## src/hdl/threshold_key_debounce_autorepeat_macros.svh

```systemverilog
// Assertion macros shared by the threshold key RTL.
`ifndef THRESHOLD_KEY_DEBOUNCE_AUTOREPEAT_MACROS_SVH
`define THRESHOLD_KEY_DEBOUNCE_AUTOREPEAT_MACROS_SVH

// Same-cycle implication, sampled on clk, off while rst_n is low.
`define TKDA_ASSERT_IMPL(label, ante, cons, msg) \
    label: assert property (@(posedge clk) disable iff (!rst_n) (ante) |-> (cons)) \
        else $error(msg);

// Next-cycle implication, sampled on clk, off while rst_n is low.
`define TKDA_ASSERT_NEXT(label, ante, cons, msg) \
    label: assert property (@(posedge clk) disable iff (!rst_n) (ante) |=> (cons)) \
        else $error(msg);

`endif

```

## src/hdl/tkda_pkg.sv

```systemverilog
// Package: constants, codes and types of the threshold key block.
`timescale 1ns / 1ps

package tkda_pkg;

    localparam int TICK_BITS    = 16;
    localparam int SAMPLE_BITS  = 16;
    localparam int FIELD_BITS   = 16;
    localparam int CFG_IDX_BITS = 3;
    localparam int CMP_BITS     = (TICK_BITS > FIELD_BITS) ? TICK_BITS : FIELD_BITS;

    localparam logic [FIELD_BITS-1:0] TIMER_OFF = {FIELD_BITS{1'b1}};

    localparam logic signed [FIELD_BITS-1:0] RST_LOW_THR  = FIELD_BITS'(8000);
    localparam logic signed [FIELD_BITS-1:0] RST_HIGH_THR = FIELD_BITS'(24000);
    localparam logic [FIELD_BITS-1:0]        RST_DEBOUNCE = FIELD_BITS'(20);

    typedef enum logic [2:0] {
        MODE_IDLE   = 3'd0,
        MODE_HWAIT  = 3'd1,
        MODE_HPRESS = 3'd2,
        MODE_HREP   = 3'd3,
        MODE_LWAIT  = 3'd4,
        MODE_LPRESS = 3'd5,
        MODE_LREP   = 3'd6
    } mode_t;

    typedef enum logic [CFG_IDX_BITS-1:0] {
        REG_LOW_THR  = 3'd0,
        REG_HIGH_THR = 3'd1,
        REG_DEBOUNCE = 3'd2,
        REG_DELAY    = 3'd3,
        REG_INTERVAL = 3'd4
    } reg_idx_t;

    typedef struct packed {
        logic signed [FIELD_BITS-1:0] low_thr;
        logic signed [FIELD_BITS-1:0] high_thr;
        logic [FIELD_BITS-1:0]        debounce;
        logic [FIELD_BITS-1:0]        delay;
        logic [FIELD_BITS-1:0]        interval;
    } cfg_t;

    typedef struct packed {
        logic hi;
        logic lo;
        logic ctr;
    } class_t;

    typedef struct packed {
        logic  pulse_high;
        logic  pulse_low;
        mode_t mode;
    } res_t;

endpackage

```

## src/hdl/tkda_cfg.sv

```systemverilog
// Configuration register file: thresholds and timer limits.
`timescale 1ns / 1ps

module tkda_cfg (
    input  logic                              clk,
    input  logic                              rst_n,
    input  logic                              cfg_we,
    input  logic [tkda_pkg::CFG_IDX_BITS-1:0] cfg_index,
    input  logic [tkda_pkg::FIELD_BITS-1:0]   cfg_data,
    output tkda_pkg::cfg_t                    cfg
);

    tkda_pkg::cfg_t cfg_reg;
    tkda_pkg::cfg_t cfg_next;

    always_comb
    begin
        cfg_next = cfg_reg;
        if (cfg_we)
        begin
            unique case (tkda_pkg::reg_idx_t'(cfg_index))
                tkda_pkg::REG_LOW_THR:  cfg_next.low_thr  = cfg_data;
                tkda_pkg::REG_HIGH_THR: cfg_next.high_thr = cfg_data;
                tkda_pkg::REG_DEBOUNCE: cfg_next.debounce = cfg_data;
                tkda_pkg::REG_DELAY:    cfg_next.delay    = cfg_data;
                tkda_pkg::REG_INTERVAL: cfg_next.interval = cfg_data;
                default:                cfg_next = cfg_reg;
            endcase
        end
    end

    always_ff @(posedge clk or negedge rst_n)
    begin
        if (!rst_n)
        begin
            cfg_reg.low_thr  <= tkda_pkg::RST_LOW_THR;
            cfg_reg.high_thr <= tkda_pkg::RST_HIGH_THR;
            cfg_reg.debounce <= tkda_pkg::RST_DEBOUNCE;
            cfg_reg.delay    <= tkda_pkg::TIMER_OFF;
            cfg_reg.interval <= tkda_pkg::TIMER_OFF;
        end
        else
        begin
            cfg_reg <= cfg_next;
        end
    end

    assign cfg = cfg_reg;

endmodule

```

## src/hdl/tkda_class.sv

```systemverilog
// Sample classifier: high, low or centre against the two thresholds.
`timescale 1ns / 1ps

module tkda_class (
    input  logic [tkda_pkg::FIELD_BITS-1:0] sample,
    input  tkda_pkg::cfg_t                  cfg,
    output tkda_pkg::class_t                cls
);

    logic signed [tkda_pkg::FIELD_BITS-1:0] samp_ext;

    assign samp_ext = tkda_pkg::FIELD_BITS'(signed'(sample[tkda_pkg::SAMPLE_BITS-1:0]));

    assign cls.hi  = samp_ext >= cfg.high_thr;
    assign cls.lo  = samp_ext <= cfg.low_thr;
    assign cls.ctr = (cfg.low_thr < samp_ext) && (samp_ext < cfg.high_thr);

endmodule

```

## src/hdl/tkda_step.sv

```systemverilog
// Key state machine and tick counter; one step per transferred sample.
`timescale 1ns / 1ps
`include "threshold_key_debounce_autorepeat_macros.svh"

module tkda_step (
    input  logic             clk,
    input  logic             rst_n,
    input  logic             adv,
    input  tkda_pkg::class_t cls,
    input  tkda_pkg::cfg_t   cfg,
    output tkda_pkg::res_t   res
);

    tkda_pkg::mode_t                  mode_reg;
    tkda_pkg::mode_t                  mode_next;
    logic [tkda_pkg::TICK_BITS-1:0]   ticks_reg;
    logic [tkda_pkg::TICK_BITS-1:0]   ticks_next;
    logic [tkda_pkg::TICK_BITS-1:0]   elapsed;
    logic [tkda_pkg::CMP_BITS-1:0]    elapsed_w;
    logic                             moved;
    logic                             hit_deb;
    logic                             hit_del;
    logic                             hit_int;

    // saturating tick count
    assign elapsed   = (&ticks_reg) ? ticks_reg : ticks_reg + 1'b1;
    assign elapsed_w = tkda_pkg::CMP_BITS'(elapsed);

    assign hit_deb = elapsed_w >= tkda_pkg::CMP_BITS'(cfg.debounce);
    assign hit_del = (cfg.delay != tkda_pkg::TIMER_OFF)
                     && (elapsed_w >= tkda_pkg::CMP_BITS'(cfg.delay));
    assign hit_int = (cfg.interval != tkda_pkg::TIMER_OFF)
                     && (elapsed_w >= tkda_pkg::CMP_BITS'(cfg.interval));

    // next state
    always_comb
    begin
        mode_next = mode_reg;
        moved     = 1'b0;
        unique case (mode_reg)
            tkda_pkg::MODE_IDLE:
            begin
                priority if (cls.hi)
                begin
                    mode_next = tkda_pkg::MODE_HWAIT;
                    moved     = 1'b1;
                end
                else if (cls.lo)
                begin
                    mode_next = tkda_pkg::MODE_LWAIT;
                    moved     = 1'b1;
                end
                else
                begin
                    mode_next = mode_reg;
                    moved     = 1'b0;
                end
            end
            tkda_pkg::MODE_HWAIT, tkda_pkg::MODE_HPRESS, tkda_pkg::MODE_HREP:
            begin
                priority if (cls.ctr || cls.lo)
                begin
                    mode_next = tkda_pkg::MODE_IDLE;
                    moved     = 1'b1;
                end
                else if (mode_reg == tkda_pkg::MODE_HWAIT && hit_deb)
                begin
                    mode_next = tkda_pkg::MODE_HPRESS;
                    moved     = 1'b1;
                end
                else if (mode_reg == tkda_pkg::MODE_HPRESS && hit_del)
                begin
                    mode_next = tkda_pkg::MODE_HREP;
                    moved     = 1'b1;
                end
                else if (mode_reg == tkda_pkg::MODE_HREP && hit_int)
                begin
                    mode_next = tkda_pkg::MODE_HREP;
                    moved     = 1'b1;
                end
                else
                begin
                    mode_next = mode_reg;
                    moved     = 1'b0;
                end
            end
            tkda_pkg::MODE_LWAIT, tkda_pkg::MODE_LPRESS, tkda_pkg::MODE_LREP:
            begin
                priority if (cls.ctr || cls.hi)
                begin
                    mode_next = tkda_pkg::MODE_IDLE;
                    moved     = 1'b1;
                end
                else if (mode_reg == tkda_pkg::MODE_LWAIT && hit_deb)
                begin
                    mode_next = tkda_pkg::MODE_LPRESS;
                    moved     = 1'b1;
                end
                else if (mode_reg == tkda_pkg::MODE_LPRESS && hit_del)
                begin
                    mode_next = tkda_pkg::MODE_LREP;
                    moved     = 1'b1;
                end
                else if (mode_reg == tkda_pkg::MODE_LREP && hit_int)
                begin
                    mode_next = tkda_pkg::MODE_LREP;
                    moved     = 1'b1;
                end
                else
                begin
                    mode_next = mode_reg;
                    moved     = 1'b0;
                end
            end
            default:
            begin
                mode_next = tkda_pkg::MODE_IDLE;
                moved     = 1'b1;
            end
        endcase
    end

    // outputs: a pulse on every entry to a pressed or repeating mode
    always_comb
    begin
        res.mode       = mode_next;
        res.pulse_high = moved && (mode_next == tkda_pkg::MODE_HPRESS
                                   || mode_next == tkda_pkg::MODE_HREP);
        res.pulse_low  = moved && (mode_next == tkda_pkg::MODE_LPRESS
                                   || mode_next == tkda_pkg::MODE_LREP);
    end

    assign ticks_next = moved ? '0 : elapsed;

    always_ff @(posedge clk or negedge rst_n)
    begin
        if (!rst_n)
        begin
            mode_reg  <= tkda_pkg::MODE_IDLE;
            ticks_reg <= '0;
        end
        else if (adv)
        begin
            mode_reg  <= mode_next;
            ticks_reg <= ticks_next;
        end
    end

    `TKDA_ASSERT_IMPL(a_one_side, 1'b1, !(res.pulse_high && res.pulse_low), "both pulses set")
    `TKDA_ASSERT_NEXT(a_pulse_clears, adv && (res.pulse_high || res.pulse_low), ticks_reg == '0, "tick count not cleared on pulse")
    `TKDA_ASSERT_NEXT(a_hold, !adv, $stable(mode_reg) && $stable(ticks_reg), "state moved without a transfer")

endmodule

```

## src/hdl/threshold_key_debounce_autorepeat.sv

```systemverilog
// Top level: threshold key with debounce and autorepeat.
`timescale 1ns / 1ps
`include "threshold_key_debounce_autorepeat_macros.svh"

// Takes one signed sample per tick and returns one result per sample: a high
// or low press/repeat pulse and the key state after that tick. A sample passes
// an input register and then a result register before its result is on the output;
// one sample is taken every clock while the output is not stalled. The rate is
// set by the update of the state and tick counter between the two registers.
// Registers are written through the plain write port and apply from the next
// sample.
module threshold_key_debounce_autorepeat (
    input  logic                              clk,
    input  logic                              rst_n,
    input  logic                              cfg_we,
    input  logic [tkda_pkg::CFG_IDX_BITS-1:0] cfg_index,
    input  logic [tkda_pkg::FIELD_BITS-1:0]   cfg_data,
    input  logic                              in_valid,
    output logic                              in_stall,
    input  logic [tkda_pkg::FIELD_BITS-1:0]   sample,
    output logic                              out_valid,
    input  logic                              out_stall,
    output logic                              pulse_high,
    output logic                              pulse_low,
    output logic [2:0]                        state_code
);

    tkda_pkg::cfg_t                  cfg;
    tkda_pkg::class_t                cls;
    tkda_pkg::res_t                  res;
    logic                            s1_valid_reg;
    logic                            s1_valid_next;
    logic [tkda_pkg::FIELD_BITS-1:0] s1_sample_reg;
    logic                            out_valid_reg;
    tkda_pkg::res_t                  out_res_reg;
    logic                            out_ready;
    logic                            in_xfer;
    logic                            adv;

    assign out_ready = !out_valid_reg || !out_stall;
    assign adv       = s1_valid_reg && out_ready;
    assign in_stall  = s1_valid_reg && !out_ready;
    assign in_xfer   = in_valid && !in_stall;

    always_comb
    begin
        priority if (in_xfer)
            s1_valid_next = 1'b1;
        else if (adv)
            s1_valid_next = 1'b0;
        else
            s1_valid_next = s1_valid_reg;
    end

    tkda_cfg u_cfg (
        .clk       (clk),
        .rst_n     (rst_n),
        .cfg_we    (cfg_we),
        .cfg_index (cfg_index),
        .cfg_data  (cfg_data),
        .cfg       (cfg)
    );

    tkda_class u_class (
        .sample (s1_sample_reg),
        .cfg    (cfg),
        .cls    (cls)
    );

    tkda_step u_step (
        .clk   (clk),
        .rst_n (rst_n),
        .adv   (adv),
        .cls   (cls),
        .cfg   (cfg),
        .res   (res)
    );

    always_ff @(posedge clk or negedge rst_n)
    begin
        if (!rst_n)
        begin
            s1_valid_reg  <= 1'b0;
            out_valid_reg <= 1'b0;
        end
        else
        begin
            s1_valid_reg <= s1_valid_next;
            if (out_ready)
            begin
                out_valid_reg <= s1_valid_reg;
            end
        end
    end

    always_ff @(posedge clk)
    begin
        if (in_xfer)
        begin
            s1_sample_reg <= sample;
        end
        if (adv)
        begin
            out_res_reg <= res;
        end
    end

    assign out_valid  = out_valid_reg;
    assign pulse_high = out_res_reg.pulse_high;
    assign pulse_low  = out_res_reg.pulse_low;
    assign state_code = out_res_reg.mode;

    `TKDA_ASSERT_IMPL(a_out_from_s1, $rose(out_valid_reg), $past(s1_valid_reg), "result without a sample")
    `TKDA_ASSERT_NEXT(a_s1_held, s1_valid_reg && !out_ready, s1_valid_reg, "sample dropped under stall")
    `TKDA_ASSERT_NEXT(a_result_held, out_valid_reg && out_stall, $stable(out_res_reg), "stalled result changed")

endmodule

```

## config.mk

```make
export PLATFORM = sky130hd
export DESIGN_NAME = threshold_key_debounce_autorepeat
export DESIGN_NICKNAME = d
export VERILOG_FILES = /design/src/hdl/tkda_pkg.sv /design/src/hdl/tkda_cfg.sv /design/src/hdl/tkda_class.sv /design/src/hdl/tkda_step.sv /design/src/hdl/threshold_key_debounce_autorepeat.sv
export VERILOG_INCLUDE_DIRS = /design/src /design/src/hdl
export SDC_FILE = /design/constraint.sdc
export NUM_CORES = 1
export LEC_CHECK = 0
export BUFFER_PORTS_ARGS = -buffer_cell sky130_fd_sc_hd__buf_2
export CORE_MARGIN = 2
export CORE_UTILIZATION = 60
export CTS_CLUSTER_DIAMETER = 40
export DETAILED_ROUTE_END_ITERATION = 16
export GPL_TIMING_DRIVEN = 0
export PLACE_DENSITY = 0.87
export SLEW_MARGIN = 20
export SYNTH_ARGS = -nofsm -noshare
export SYNTH_HDL_FRONTEND = slang
export SYNTH_SLANG_ARGS = --single-unit
```

## constraint.sdc

```tcl
create_clock -name clk -period 8.9 [get_ports clk]
set_input_delay 1.335 -clock clk [delete_from_list [all_inputs] [get_ports clk]]
set_output_delay 1.335 -clock clk [all_outputs]
set_load 0.05 [all_outputs]
```

==> report_table.html <==
<table>
<tr><th>Metric</th><th>Value</th></tr>
<tr><th colspan="2">Die</th></tr>
<tr><td>Height of the chip</td><td>113 µm</td></tr>
<tr><td># rows</td><td>39</td></tr>
<tr><td>Placeable Area</td><td>between 0.01 and 0.015 mm²</td></tr>
<tr><td>I/O pin cnt</td><td>47</td></tr>
<tr><td>Initial core utilization</td><td>62.2%</td></tr>
<tr><td>Die X</td><td>roughly 110 µm</td></tr>
<tr><td>Die Outline Area</td><td>0.0128 mm²</td></tr>
<tr><th colspan="2">Timing</th></tr>
<tr><td>Setup WS post-layout</td><td>about 3.4 ns</td></tr>
<tr><td>Rel. slew slack</td><td>around 44%</td></tr>
<tr><td>Unrepaired setup endpoints after global routing</td><td>false</td></tr>
<tr><td>Hold Fails Final Rpt</td><td>0</td></tr>
<tr><td>Post-route clock period utilization</td><td>61.9%</td></tr>
<tr><td>Final critical delay including setup and external delays</td><td>~5.5 ns</td></tr>
<tr><td>Setup tns final</td><td>0 ns</td></tr>
<tr><td>Number of setup violations in the final report</td><td>0</td></tr>
<tr><td>Max Slew Vio Count</td><td>0</td></tr>
<tr><td>Final clock skew</td><td>about 0.0055 ns</td></tr>
<tr><td>Measured slew at the worst slew-check pin</td><td>around 0.84 ns</td></tr>
<tr><td>FMAX</td><td>roughly 180 MHz</td></tr>
<tr><th colspan="2">Route</th></tr>
<tr><td>Remaining DRCs</td><td>0</td></tr>
<tr><td>Final ANT Viol Nets</td><td>0</td></tr>
<tr><td>DRT Wirelength</td><td>around 18000 µm</td></tr>
<tr><td>Routed vias</td><td>5835</td></tr>
<tr><td>Detail-routed via count per cell</td><td>6.14</td></tr>
<tr><td>Detailed-route wire length per cell</td><td>roughly 19 µm</td></tr>
<tr><td>Number of DRC markers in iteration 0</td><td>about 430</td></tr>
<tr><td>Number of iterations in the first detailed-routing pass</td><td>5</td></tr>
<tr><th colspan="2">Setup path</th></tr>
<tr><td>Crit end category</td><td>flip-flop</td></tr>
<tr><td>Crit path DAT</td><td>between 5 and 6 ns</td></tr>
<tr><td>Worst r2r path cells</td><td>18</td></tr>
<tr><td>Register-to-register setup slack</td><td>roughly 3.4 ns</td></tr>
<tr><td>WP data required</td><td>around 9 ns</td></tr>
<tr><td>Worst Setup SP</td><td>u_step.ticks_reg[3]</td></tr>
<tr><td>Reg2reg start</td><td>u_step.ticks_reg[3]</td></tr>
<tr><td>Reg2Reg Capture Point</td><td>pulse_low</td></tr>
<tr><td>Maximum fanout along the worst path</td><td>10</td></tr>
<tr><td>Critical Setup Path Class</td><td>reg2reg</td></tr>
<tr><td>Startpoint types</td><td>flip-flop</td></tr>
<tr><td>Termination of the worst setup path</td><td>pulse_low</td></tr>
<tr><th colspan="2">Final layout</th></tr>
<tr><td>Layout net count</td><td>a little over 900</td></tr>
<tr><td>Flip-flop count of the largest register, all copies and words added</td><td>80</td></tr>
<tr><td>Commonest cells after routing, fill and taps aside</td><td>sky130_fd_sc_hd__nand2_1 (99), sky130_fd_sc_hd__inv_1 (93), sky130_fd_sc_hd__ha_1 (81), sky130_fd_sc_hd__o21ai_0 (72), sky130_fd_sc_hd__dfrtp_1 (54)</td></tr>
<tr><td>Final standard cell count with taps included and fillers excluded</td><td>951</td></tr>
<tr><td>Utilization after layout</td><td>between 70% and 80%</td></tr>
<tr><td>Fraction of layout instances using a drive strength above 1</td><td>about a fifth</td></tr>
<tr><td>Post-route design area</td><td>roughly 0.008 mm²</td></tr>
<tr><td>Area added between synthesis and finish</td><td>14.5%</td></tr>
<tr><td>Antenna fix cells</td><td>0</td></tr>
<tr><td>Most frequent standard cell in the layout excluding fill and tap cells</td><td>sky130_fd_sc_hd__nand2_1</td></tr>
<tr><th colspan="2">Power and ir drop</th></tr>
<tr><td>PD cells</td><td>about 240 mW/mm²</td></tr>
<tr><td>Worst ir drop on vdd</td><td>177 µV</td></tr>
<tr><td>LEAKAGE</td><td>approximately 0.0038 µW</td></tr>
<tr><th colspan="2">Clock tree</th></tr>
<tr><td>TritonCTS Buffers</td><td>17</td></tr>
<tr><td>Number of buffers inserted by hold repair at cts</td><td>0</td></tr>
<tr><td>Clock transition at path regs</td><td>roughly 0.05 ns</td></tr>
<tr><td>Clock buffer depth</td><td>2</td></tr>
<tr><td>Clock latency reported for the late side of the worst-skew pair</td><td>0.43 ns</td></tr>
<tr><td>Number of gates given a new drive strength after cts</td><td>0</td></tr>
<tr><td>Number of buffers inserted to repair setup after CTS</td><td>0</td></tr>
<tr><td>Root buf cell</td><td>sky130_fd_sc_hd__clkbuf_16</td></tr>
<tr><td>CTS sink count</td><td>between 100 and 150</td></tr>
<tr><td>H-tree depth reported by CTS</td><td>4</td></tr>
<tr><td>Clock tree from TritonCTS</td><td>yes</td></tr>
<tr><th colspan="2">Synthesis</th></tr>
<tr><td>Cell variety after synth</td><td>66</td></tr>
<tr><td>Async set-reset flop share out of synthesis</td><td>roughly 83%</td></tr>
<tr><td>Sequential share of the synthesized area</td><td>44.9%</td></tr>
<tr><td>Number of nets produced by synthesis</td><td>850</td></tr>
<tr><td>Number of instances in the synthesized netlist</td><td>about 730</td></tr>
<tr><td>Mean Syn Cell Area</td><td>9.83 µm²</td></tr>
<tr><td>Most frequently used flop master after synthesis</td><td>sky130_fd_sc_hd__dfrtp_1</td></tr>
<tr><td>Post-synth EDFFs</td><td>21</td></tr>
<tr><td>Synthesis-stage register bit count</td><td>approximately 120</td></tr>
<tr><td>Top cells by area, synth</td><td>sky130_fd_sc_hd__dfrtp_1 (19%), sky130_fd_sc_hd__dfstp_2 (17%), sky130_fd_sc_hd__ha_1 (14%)</td></tr>
<tr><td>Mapped Area</td><td>a little over 0.007 mm²</td></tr>
<tr><td>Area share of the largest cell type after synthesis</td><td>a little under a fifth</td></tr>
<tr><td>Yosys warns</td><td>0</td></tr>
<tr><td>Area leader, netlist</td><td>sky130_fd_sc_hd__dfrtp_1</td></tr>
<tr><th colspan="2">GRT</th></tr>
<tr><td>Initial antenna violation count</td><td>0</td></tr>
<tr><td>GRT Total Usage</td><td>29.4%</td></tr>
<tr><td>Global-route wire length before repair</td><td>~29000 µm</td></tr>
<tr><td>Maximum number of pins on one net before global-route repair</td><td>57</td></tr>
<tr><td>Via count of the first global-routing pass</td><td>slightly below 6k</td></tr>
<tr><td>Residual overflow from global routing</td><td>0</td></tr>
<tr><th colspan="2">Placement</th></tr>
<tr><td>Post-detailed-placement half-perimeter wirelength</td><td>13300 µm</td></tr>
<tr><td>Weighted congestion reported at the end of routability-driven placement</td><td>0.966</td></tr>
<tr><td>Number of input and output port buffers inserted</td><td>between 40 and 50</td></tr>
<tr><td>Number of cells in the design after placement</td><td>~900</td></tr>
<tr><td>Setup Slack @ Placement</td><td>3.55 ns</td></tr>
<tr><td>DP Area</td><td>0.00761 mm²</td></tr>
<tr><th colspan="2">Run</th></tr>
<tr><td>Max capacitance violation total</td><td>0</td></tr>
<tr><th colspan="2">Hold path</th></tr>
<tr><td>Kind of path behind the tightest hold check</td><td>reg2reg</td></tr>
<tr><th colspan="2">Status</th></tr>
<tr><td>Status</td><td>completed</td></tr>
</table>
## layer usage
layer	wire [µm]	vias to the layer above	share of wire (%)	GRT usage [%]
met2	8680	257	48	47.5
met5	0	-	0	0
li1	-	2686	-	-
met3	1110	74	6.2	7.71
met4	794	0	4.4	16.6
met1	7340	2818	41	36.0
## cells in the mapped netlist, drive strengths merged, types with 3 or more instances
| master | count |
|---|---|
| nor4 | 4 |
| xor2 | 5 |
| o21bai | 3 |
| xnor2 | 10 |
| o211a | 3 |
| nand2b | 7 |
| nand4 | 22 |
| nor2 | 26 |
| a31oi | 3 |
| o31ai | 8 |
| nand3 | 8 |
| ha | 81 |
| and4 | 3 |
| inv | 93 |
| dfrtp | 54 |
| clkbuf | 15 |
| nor3 | 8 |
| o21ai | 81 |
| a21o | 11 |
| nand2 | 99 |
| or3 | 3 |
| and3 | 5 |
| and2 | 3 |
| o21a | 4 |
| a21oi | 33 |
| edfxtp | 21 |
| o211ai | 6 |
| a211oi | 9 |
| mux2 | 22 |
| buf | 5 |
| dfstp | 47 |
## per-stage QoR
step                      power (µW)  hold slack, ns
after floorplan                 1090           0.457
after global placement          1210           0.471
after detailed placement        1240           0.481
after CTS                       1950           0.498
after global routing            2050           0.526
final                           1950           0.497
## area by class of cell
cell class                      count  area [µm²]
Tap cell                          143         179
Fill cell                         803        3310
Buffer                             20        93.8
Sequential cell                   122        3220
Inverter                           93         349
Clock inverter                     11         145
Multi-Input combinational cell    494        3510
Timing Repair Buffer               47         264
Clock buffer                       21         450
## report_power, final
group          total [µW]  leakage [µW]  switching [µW]  internal [µW]
combinational         497       0.00214             306            191
sequential            754       0.00138            55.5            699
clock                 698      0.000291             251            447
## critical path, cell delays in order, from the launching register on
cell,delay [ns]
sky130_fd_sc_hd__dfrtp_1,0.43
sky130_fd_sc_hd__and3_1,0.24
sky130_fd_sc_hd__and4_1,0.30
sky130_fd_sc_hd__nand4_1,0.24
sky130_fd_sc_hd__nor4_4,0.40
sky130_fd_sc_hd__nand4b_1,0.35
sky130_fd_sc_hd__nor2_1,0.09
sky130_fd_sc_hd__xor2_1,0.43
sky130_fd_sc_hd__ha_1,0.36
sky130_fd_sc_hd__a21oi_1,0.12
sky130_fd_sc_hd__o21ai_0,0.13
sky130_fd_sc_hd__a221oi_1,0.57
sky130_fd_sc_hd__o21ai_1,0.35
sky130_fd_sc_hd__a2111oi_4,0.41
sky130_fd_sc_hd__a31oi_1,0.07
sky130_fd_sc_hd__o311a_1,0.32
sky130_fd_sc_hd__buf_6,0.16
sky130_fd_sc_hd__buf_8,0.16
sky130_fd_sc_hd__o211a_1,0.11
## worst min-delay path by stage
stage | from | endpoint | slack (ns) | cells past startpoint
after CTS | s1_valid_reg | out_valid | 0.50 | 1
after global placement | s1_valid_reg | out_valid | 0.47 | 1
after detailed placement | s1_valid_reg | out_valid | 0.48 | 1
after floorplan | s1_valid_reg | out_valid | 0.46 | 1
final | s1_valid_reg | out_valid | 0.50 | 1
after global routing | s1_valid_reg | out_valid | 0.53 | 1
## cell families (layout without fill, tap and decap cells)
| logic type | count (synthesis) | count (layout) | synth area share (%) |
|---|---|---|---|
| AND/OR/NAND/NOR | 198 | 198 | 13.2 |
| AO/OA/AOI/OAI | 176 | 176 | 16.0 |
| flip-flops | 122 | 122 | 44.9 |
| buffers and inverters | 113 | 192 | 6.18 |
| adder cells (fa/ha/maj) | 81 | 81 | 14.1 |
| multiplexers | 24 | 24 | 3.79 |
| XOR/XNOR | 15 | 15 | 1.83 |
Note: power is estimated with default switching activity, not from simulation.
